==> src/hdl/iida_pkg.sv <==
`timescale 1ns / 1ps
package iida_pkg;

    localparam logic [1:0] CMD_INSERT   = 2'd0;
    localparam logic [1:0] CMD_DELETE   = 2'd1;
    localparam logic [1:0] CMD_TRAVERSE = 2'd2;

    localparam logic [1:0] STAT_OK     = 2'd0;
    localparam logic [1:0] STAT_FULL   = 2'd1;
    localparam logic [1:0] STAT_EMPTY  = 2'd2;
    localparam logic [1:0] STAT_BADIDX = 2'd3;

    localparam int WORD_W  = 32;
    localparam int INDEX_W = 5;
    localparam int POS_W   = 7;

    typedef enum logic {
        ST_IDLE,
        ST_TRAV
    } state_t;

    typedef struct packed {
        logic accept;
        logic trav_emit;
    } ctrl_cmd_t;

    typedef struct packed {
        logic count_zero;
        logic idx_last;
        logic out_free;
    } dp_stat_t;

endpackage

==> src/hdl/iida_ctrl.sv <==
`timescale 1ns / 1ps
module iida_ctrl (
    input  logic                 aclk,
    input  logic                 aresetn,
    input  logic                 s_valid,
    input  logic [1:0]           s_cmd,
    output logic                 s_ready,
    input  iida_pkg::dp_stat_t   stat,
    output iida_pkg::ctrl_cmd_t  cmd
);
    import iida_pkg::*;

    state_t state_reg;
    state_t state_next;
    logic   accept;

    assign accept = s_valid && s_ready;

    always_ff @(posedge aclk) begin
        if (!aresetn) begin
            state_reg <= ST_IDLE;
        end else begin
            state_reg <= state_next;
        end
    end

    always_comb begin
        state_next = state_reg;
        unique case (state_reg)
            ST_IDLE: begin
                if (accept && s_cmd == CMD_TRAVERSE && !stat.count_zero) begin
                    state_next = ST_TRAV;
                end
            end
            ST_TRAV: begin
                if (stat.out_free && stat.idx_last) begin
                    state_next = ST_IDLE;
                end
            end
            default: state_next = ST_IDLE;
        endcase
    end

    always_comb begin
        s_ready       = 1'b0;
        cmd.trav_emit = 1'b0;
        unique case (state_reg)
            ST_IDLE: s_ready = stat.out_free;
            ST_TRAV: cmd.trav_emit = stat.out_free;
            default: s_ready = 1'b0;
        endcase
        cmd.accept = s_valid && s_ready;
    end

endmodule

==> src/hdl/iida_dpath.sv <==
`timescale 1ns / 1ps
module iida_dpath #(
    parameter int DEPTH = 32
) (
    input  logic                          aclk,
    input  logic                          aresetn,
    input  iida_pkg::ctrl_cmd_t           cmd,
    output iida_pkg::dp_stat_t            stat,
    input  logic [1:0]                    s_cmd,
    input  logic signed [iida_pkg::POS_W-1:0]   s_position,
    input  logic signed [iida_pkg::WORD_W-1:0]  s_item_value,
    output logic                          m_valid,
    input  logic                          m_ready,
    output logic [1:0]                    m_status,
    output logic signed [iida_pkg::WORD_W-1:0]  m_entry_value,
    output logic [iida_pkg::INDEX_W-1:0]  m_entry_index,
    output logic                          m_last
);
    import iida_pkg::*;

    localparam int CW   = $clog2(DEPTH + 1);
    localparam int IW   = $clog2(DEPTH);
    localparam int CMPW = (CW > POS_W - 1) ? CW : POS_W - 1;

    logic [WORD_W-1:0] store_reg  [DEPTH];
    logic [WORD_W-1:0] store_next [DEPTH];
    logic [CW-1:0]     count_reg, count_next;
    logic [IW-1:0]     idx_reg, idx_next;

    logic              out_valid_reg, out_valid_next;
    logic [1:0]        status_reg, status_next;
    logic [WORD_W-1:0] value_reg, value_next;
    logic [IW-1:0]     oidx_reg, oidx_next;
    logic              last_reg, last_next;

    logic            pos_neg;
    logic [CMPW-1:0] pos_ext;
    logic [CMPW-1:0] count_ext;
    logic            full, bad_ins, bad_del;
    logic            do_ins, do_del;

    assign pos_neg   = s_position[POS_W-1];
    assign pos_ext   = CMPW'(s_position[POS_W-2:0]);
    assign count_ext = CMPW'(count_reg);
    assign full      = (count_reg == CW'(DEPTH));
    assign bad_ins   = pos_neg || (pos_ext > count_ext);
    assign bad_del   = pos_neg || (pos_ext >= count_ext);

    assign stat.count_zero = (count_reg == '0);
    assign stat.idx_last   = ((CW'(idx_reg) + CW'(1)) == count_reg);
    assign stat.out_free   = !out_valid_reg || m_ready;

    assign do_ins = cmd.accept && s_cmd == CMD_INSERT && !full && !bad_ins;
    assign do_del = cmd.accept && s_cmd == CMD_DELETE && !stat.count_zero && !bad_del;

    // each entry loads from its neighbor, so insert and delete shift all entries together
    for (genvar i = 0; i < DEPTH; i++) begin : g_entry
        localparam logic [CMPW-1:0] IPOS = CMPW'(i);
        logic [WORD_W-1:0] below, above;

        if (i == 0) begin : g_lo
            assign below = '0;
        end else begin : g_mid
            assign below = store_reg[i-1];
        end
        if (i == DEPTH - 1) begin : g_hi
            assign above = store_reg[i];
        end else begin : g_up
            assign above = store_reg[i+1];
        end

        always_comb begin
            store_next[i] = store_reg[i];
            if (do_ins && IPOS == pos_ext) begin
                store_next[i] = s_item_value;
            end else if (do_ins && IPOS > pos_ext) begin
                store_next[i] = below;
            end else if (do_del && IPOS >= pos_ext) begin
                store_next[i] = above;
            end
        end

        always_ff @(posedge aclk) begin
            store_reg[i] <= store_next[i];
        end
    end

    always_comb begin
        count_next     = count_reg;
        idx_next       = idx_reg;
        out_valid_next = out_valid_reg && !m_ready;
        status_next    = status_reg;
        value_next     = value_reg;
        oidx_next      = oidx_reg;
        last_next      = last_reg;

        if (do_ins) begin
            count_next = count_reg + CW'(1);
        end else if (do_del) begin
            count_next = count_reg - CW'(1);
        end

        if (cmd.accept) begin
            value_next = '0;
            oidx_next  = '0;
            last_next  = 1'b1;
            unique case (s_cmd)
                CMD_INSERT: begin
                    out_valid_next = 1'b1;
                    if (full) begin
                        status_next = STAT_FULL;
                    end else if (bad_ins) begin
                        status_next = STAT_BADIDX;
                    end else begin
                        status_next = STAT_OK;
                    end
                end
                CMD_DELETE: begin
                    out_valid_next = 1'b1;
                    if (stat.count_zero) begin
                        status_next = STAT_EMPTY;
                    end else if (bad_del) begin
                        status_next = STAT_BADIDX;
                    end else begin
                        status_next = STAT_OK;
                    end
                end
                CMD_TRAVERSE: begin
                    idx_next = '0;
                    if (stat.count_zero) begin
                        out_valid_next = 1'b1;
                        status_next    = STAT_EMPTY;
                    end
                end
                default: ;
            endcase
        end else if (cmd.trav_emit) begin
            out_valid_next = 1'b1;
            status_next    = STAT_OK;
            value_next     = store_reg[idx_reg];
            oidx_next      = idx_reg;
            last_next      = stat.idx_last;
            idx_next       = idx_reg + IW'(1);
        end
    end

    always_ff @(posedge aclk) begin
        if (!aresetn) begin
            count_reg     <= '0;
            idx_reg       <= '0;
            out_valid_reg <= 1'b0;
        end else begin
            count_reg     <= count_next;
            idx_reg       <= idx_next;
            out_valid_reg <= out_valid_next;
        end
    end

    always_ff @(posedge aclk) begin
        status_reg <= status_next;
        value_reg  <= value_next;
        oidx_reg   <= oidx_next;
        last_reg   <= last_next;
    end

    assign m_valid       = out_valid_reg;
    assign m_status      = status_reg;
    assign m_entry_value = value_reg;
    assign m_entry_index = INDEX_W'(oidx_reg);
    assign m_last        = last_reg;

endmodule

==> src/hdl/indexed_insert_delete_array_top.sv <==
// insert, delete and status-only words: registered result in the cycle after accept,
// one word per cycle when the result side keeps ready high
// traverse: one result per cycle unless stalled, read from the register chain by index
// the input side stalls until the last traverse word has been registered
// synchronous active-low reset clears count, traverse index and output valid;
// stored words are not cleared
`timescale 1ns / 1ps
module indexed_insert_delete_array_top #(
    parameter int DEPTH = 32
) (
    input  logic                          aclk,
    input  logic                          aresetn,
    input  logic                          s_valid,
    output logic                          s_ready,
    input  logic [1:0]                    s_cmd,
    input  logic signed [iida_pkg::POS_W-1:0]   s_position,
    input  logic signed [iida_pkg::WORD_W-1:0]  s_item_value,
    output logic                          m_valid,
    input  logic                          m_ready,
    output logic [1:0]                    m_status,
    output logic signed [iida_pkg::WORD_W-1:0]  m_entry_value,
    output logic [iida_pkg::INDEX_W-1:0]  m_entry_index,
    output logic                          m_last
);
    import iida_pkg::*;

    ctrl_cmd_t cmd;
    dp_stat_t  stat;

    iida_ctrl u_ctrl (
        .aclk    (aclk),
        .aresetn (aresetn),
        .s_valid (s_valid),
        .s_cmd   (s_cmd),
        .s_ready (s_ready),
        .stat    (stat),
        .cmd     (cmd)
    );

    iida_dpath #(
        .DEPTH (DEPTH)
    ) u_dpath (
        .aclk          (aclk),
        .aresetn       (aresetn),
        .cmd           (cmd),
        .stat          (stat),
        .s_cmd         (s_cmd),
        .s_position    (s_position),
        .s_item_value  (s_item_value),
        .m_valid       (m_valid),
        .m_ready       (m_ready),
        .m_status      (m_status),
        .m_entry_value (m_entry_value),
        .m_entry_index (m_entry_index),
        .m_last        (m_last)
    );

endmodule
==> config.mk <==
export PLATFORM = sky130hd
export DESIGN_NAME = indexed_insert_delete_array_top
export DESIGN_NICKNAME = d
export VERILOG_FILES = /design/src/hdl/iida_pkg.sv /design/src/hdl/iida_ctrl.sv /design/src/hdl/iida_dpath.sv /design/src/hdl/indexed_insert_delete_array_top.sv
export SDC_FILE = /design/constraint.sdc
export NUM_CORES = 2
export LEC_CHECK = 0
export BUFFER_PORTS_ARGS = -buffer_cell sky130_fd_sc_hd__clkbuf_2
export CAP_MARGIN = 15
export CORE_MARGIN = 2
export CORE_UTILIZATION = 35
export CTS_CLUSTER_DIAMETER = 50
export CTS_CLUSTER_SIZE = 12
export DETAILED_ROUTE_END_ITERATION = 8
export SKIP_CTS_REPAIR_TIMING = 1
export SYNTH_ARGS = -nofsm -noshare
export SYNTH_HDL_FRONTEND = slang
export SYNTH_SLANG_ARGS = --single-unit
==> constraint.sdc <==
create_clock -name aclk -period 4.8 [get_ports aclk]
set_input_delay 0.48 -clock aclk [delete_from_list [all_inputs] [get_ports aclk]]
set_output_delay 0.48 -clock aclk [all_outputs]
set_load 0.005 [all_outputs]
==> impl_metrics.json <==
{
  "grt_pass1_wl_mm": 308.6,
  "critPathLaunchType": "flip-flop",
  "finalCritPeriodShare": 0.7791,
  "dp_slack_ns": 0.8896,
  "setup_viol": 0,
  "cp_data_required_time_ns": 5.40,
  "synth_edf_count": 1026,
  "drcViolationCount": 0,
  "r2r_slack_ns": 1.06,
  "io_buffers": 86,
  "startpoint": "u_dpath.count_ext[1]$_SDFFE_PN0P_",
  "area_growth_pct": 12.07,
  "wl_met2_mm": 97.02,
  "fin_util": 0.3937,
  "leakage_nw": 26.35,
  "die_height_um": 426.5,
  "fin_tns_setup_ns": 0,
  "slew_headroom": 0.2273,
  "worst_pin_slew_ns": 1.159,
  "cp_slowest_cell": "dfxtp_1",
  "place_congestion": 0.8786,
  "slew_violations": 0,
  "cts_sinks": 1077,
  "r2r-end": "u_dpath.store_reg[30][18]$_DFFE_PP_",
  "yosysUniqueCellTypes": 67,
  "cts_tree": "yes",
  "path_class": "flip-flop to flip-flop",
  "clk_pin_slew_worst_paths_ns": 0.06,
  "outcome": "finished, final reports clean",
  "arrival_ns": 4.34,
  "dr.pass1.iters": 6,
  "crit_path_max_incr_delay_ns": 0.49,
  "critPathMaxFanout": 31,
  "wl_met1_mm": 88.22,
  "fillers": 16959,
  "yosysSeqAreaShare": 0.5095,
  "vias": 46965,
  "die_x_um": 426.5,
  "crit_chain": "inv_1 -> ha_1 -> nor2b_1 -> o211ai_1 -> o211a_2 -> buf_4 -> buf_4 -> and2_1 -> buf_4 -> a21oi_1 -> a22oi_1",
  "numCtsBuffers": 134,
  "fmax_mhz": 267.4,
  "rr_startpoint": "u_dpath.count_ext[1]$_SDFFE_PN0P_",
  "initial_core_util": 0.3513,
  "antenna_found_initial": 8,
  "multi_input_area_um2": 28690,
  "period_minus_slack_ns": 3.740,
  "synth_flop_cell": "edfxtp_1",
  "r2r_cells": 11,
  "crit_buf_inv": 4,
  "grt_setup_unrepaired": "no",
  "max-vdd-ir-drop_mv": 0.3806,
  "num_rows": 155,
  "holdPathEnd": "u_dpath.m_valid$_SDFF_PN0_",
  "grt_pass1_vias": 45761,
  "cp_top_family": "buffers and inverters",
  "nets": 5438,
  "syn_avg_cell_area_um2": 11.32,
  "grt_util_all_layers": 0.2244,
  "hold_depth": 3,
  "cap_violations": 0,
  "largest_reg_flops": 1024,
  "clock_latency_ns": 0.79,
  "worst_slack_ns": 1.060,
  "whs_ns": 0.01173,
  "diodes": 0,
  "grt_max_degree": 97,
  "core_um2": 177800,
  "cp_num_cells": 11,
  "finClkSkew_ns": 0.02301,
  "netlist_instances": 5518,
  "hold_violations": 0,
  "drt_iter0_drc": 5847,
  "htree_levels": 4,
  "top_layer": "met5",
  "holdCritPathClass": "input pin to flip-flop",
  "power_density_nw_per_um2": 303.8,
  "syn_area_um2": 62480,
  "hold_start": "s_valid",
  "gr-total-overflow": 0,
  "wl_per_cell_um": 26.80,
  "place_hpwl_mm": 138.0,
  "via_per_inst": 6.000,
  "num_io_pins": 87,
  "die_area_um2": 181900,
  "clockBufferDepth": 3,
  "clock-root-buffer": "clkbuf_16",
  "cpMostUsedCell": "buf_4",
  "drive_gt1_frac": 0.1646,
  "worstSetupEndpointType": "flip-flop",
  "postRouteAntennaNets": 0,
  "ys_warn_count": 0,
  "synth-async-reset-ratio": 0,
  "seq_area_um2": 31850,
  "dr_wl_met3_mm": 18.01,
  "synth_fp_nets": 5579,
  "totalWireLength_mm": 209.8,
  "ys_ff_latch": 1077
}
==> layout make-up <==
cell class,count,share of cell area
timing repair buffer,255,0.02963
tap,2355,0.04208
multi-input combinational,3881,0.4097
clock inverter,63,0.009471
clock buffer,169,0.05275
inverter,28,0.001501
sequential,1077,0.4548
==> stage by stage <==
stage	std cells	area (um2)	power, mW
floorplan	5518	62480	10.87
global placement	7593	65610	11.16
detailed placement	7593	65610	11.16
CTS	7825	69970	21.37
global route	7828	70020	21.74
finish	7828	70020	21.27
==> cells by family (layout without fill, tap and decap cells) <==
| logic type | count (synthesis) | in the layout | share of synthesized area |
|---|---|---|---|
| AO/OA/AOI/OAI | 1260 | 1260 | 0.1150 |
| XOR/XNOR | 12 | 12 | 0.001682 |
| adder cells (fa/ha/maj) | 16 | 16 | 0.003324 |
| buffers and inverters | 560 | 515 | 0.03847 |
| flip-flops | 1077 | 1077 | 0.5095 |
| multiplexers | 1117 | 1117 | 0.2326 |
| AND/OR/NAND/NOR | 1476 | 1476 | 0.09945 |
==> cells in the mapped netlist (5+ instances only) <==
master	n	area share
a211oi_1	8	0.00096
or3_1	26	0.0026
a221o_1	28	0.0045
mux2_1	21	0.0038
buf_2	145	0.012
a21o_1	6	0.00072
a2bb2oi_1	32	0.0045
a21oi_1	499	0.040
and3_1	30	0.0030
nand4_1	13	0.0013
xnor2_1	6	0.00084
dfxtp_1	51	0.016
nand2_1	797	0.048
nor4_2	8	0.0016
mux4_2	256	0.092
o21ai_0	447	0.036
buf_1	35	0.0021
nand3_1	21	0.0017
mux2_2	97	0.017
inv_1	28	0.0017
ha_1	15	0.0030
mux2i_1	743	0.12
nor2b_1	45	0.0045
and2_1	9	0.00090
nand2b_1	5	0.00050
buf_6	8	0.0014
xor2_1	6	0.00084
clkbuf_1	328	0.020
a22oi_1	163	0.020
nor3_1	13	0.0010
a221oi_1	27	0.0038
buf_4	16	0.0019
o21ai_1	30	0.0024
edfxtp_1	1026	0.49
nor2_1	469	0.028
nor3_2	10	0.0016
nor4_1	5	0.00050
==> layout by cell type (no fill, tap or decap), drive strengths merged, types with 34 or more instances in the layout <==
cell	count
a21oi	499
a22oi	163
buf	170
clkbuf	254
clkinv	34
dfxtp	51
edfxtp	1026
inv	35
mux2	118
mux2i	743
mux4	256
nand2	799
nor2	471
nor2b	46
o21ai	477
==> worst max path at each step <==
stage | slack [ns] | endpoint
6_report | 1.06 | u_dpath.store_reg[30][18]$_DFFE_PP_
5_1_grt | 0.92 | u_dpath.count_ext[5]$_SDFFE_PN0P_
4_1_cts | 1.16 | u_dpath.store_reg[28][18]$_DFFE_PP_
3_5_place_dp | 0.89 | u_dpath.store_reg[28][18]$_DFFE_PP_
3_3_place_gp | 0.99 | u_dpath.store_reg[10][24]$_DFFE_PP_
2_1_floorplan | 0.05 | u_dpath.store_reg[2][0]$_DFFE_PP_
==> power by group <==
group | leakage [nW] | internal (mW) | total [mW] | switching, mW
combinational | 14.6 | 0.219 | 0.745 | 0.526
clock | 2.11 | 6.08 | 10.3 | 4.21
sequential | 9.64 | 10.2 | 10.2 | 0.0398
total | 26.4 | 16.5 | 21.3 | 4.78
==> worst min-delay path, stage by stage <==
cell	delay, ns
clkbuf_2	0.09
o311ai_0	0.09
a21oi_1	0.07
==> routing by layer <==
layer,up-vias,GRT usage
met5,-,0
met4,12,0.07638
met3,363,0.04046
met2,2364,0.3559
met1,23784,0.3088
li1,20442,-
Note: power is estimated with default switching activity, not from simulation.
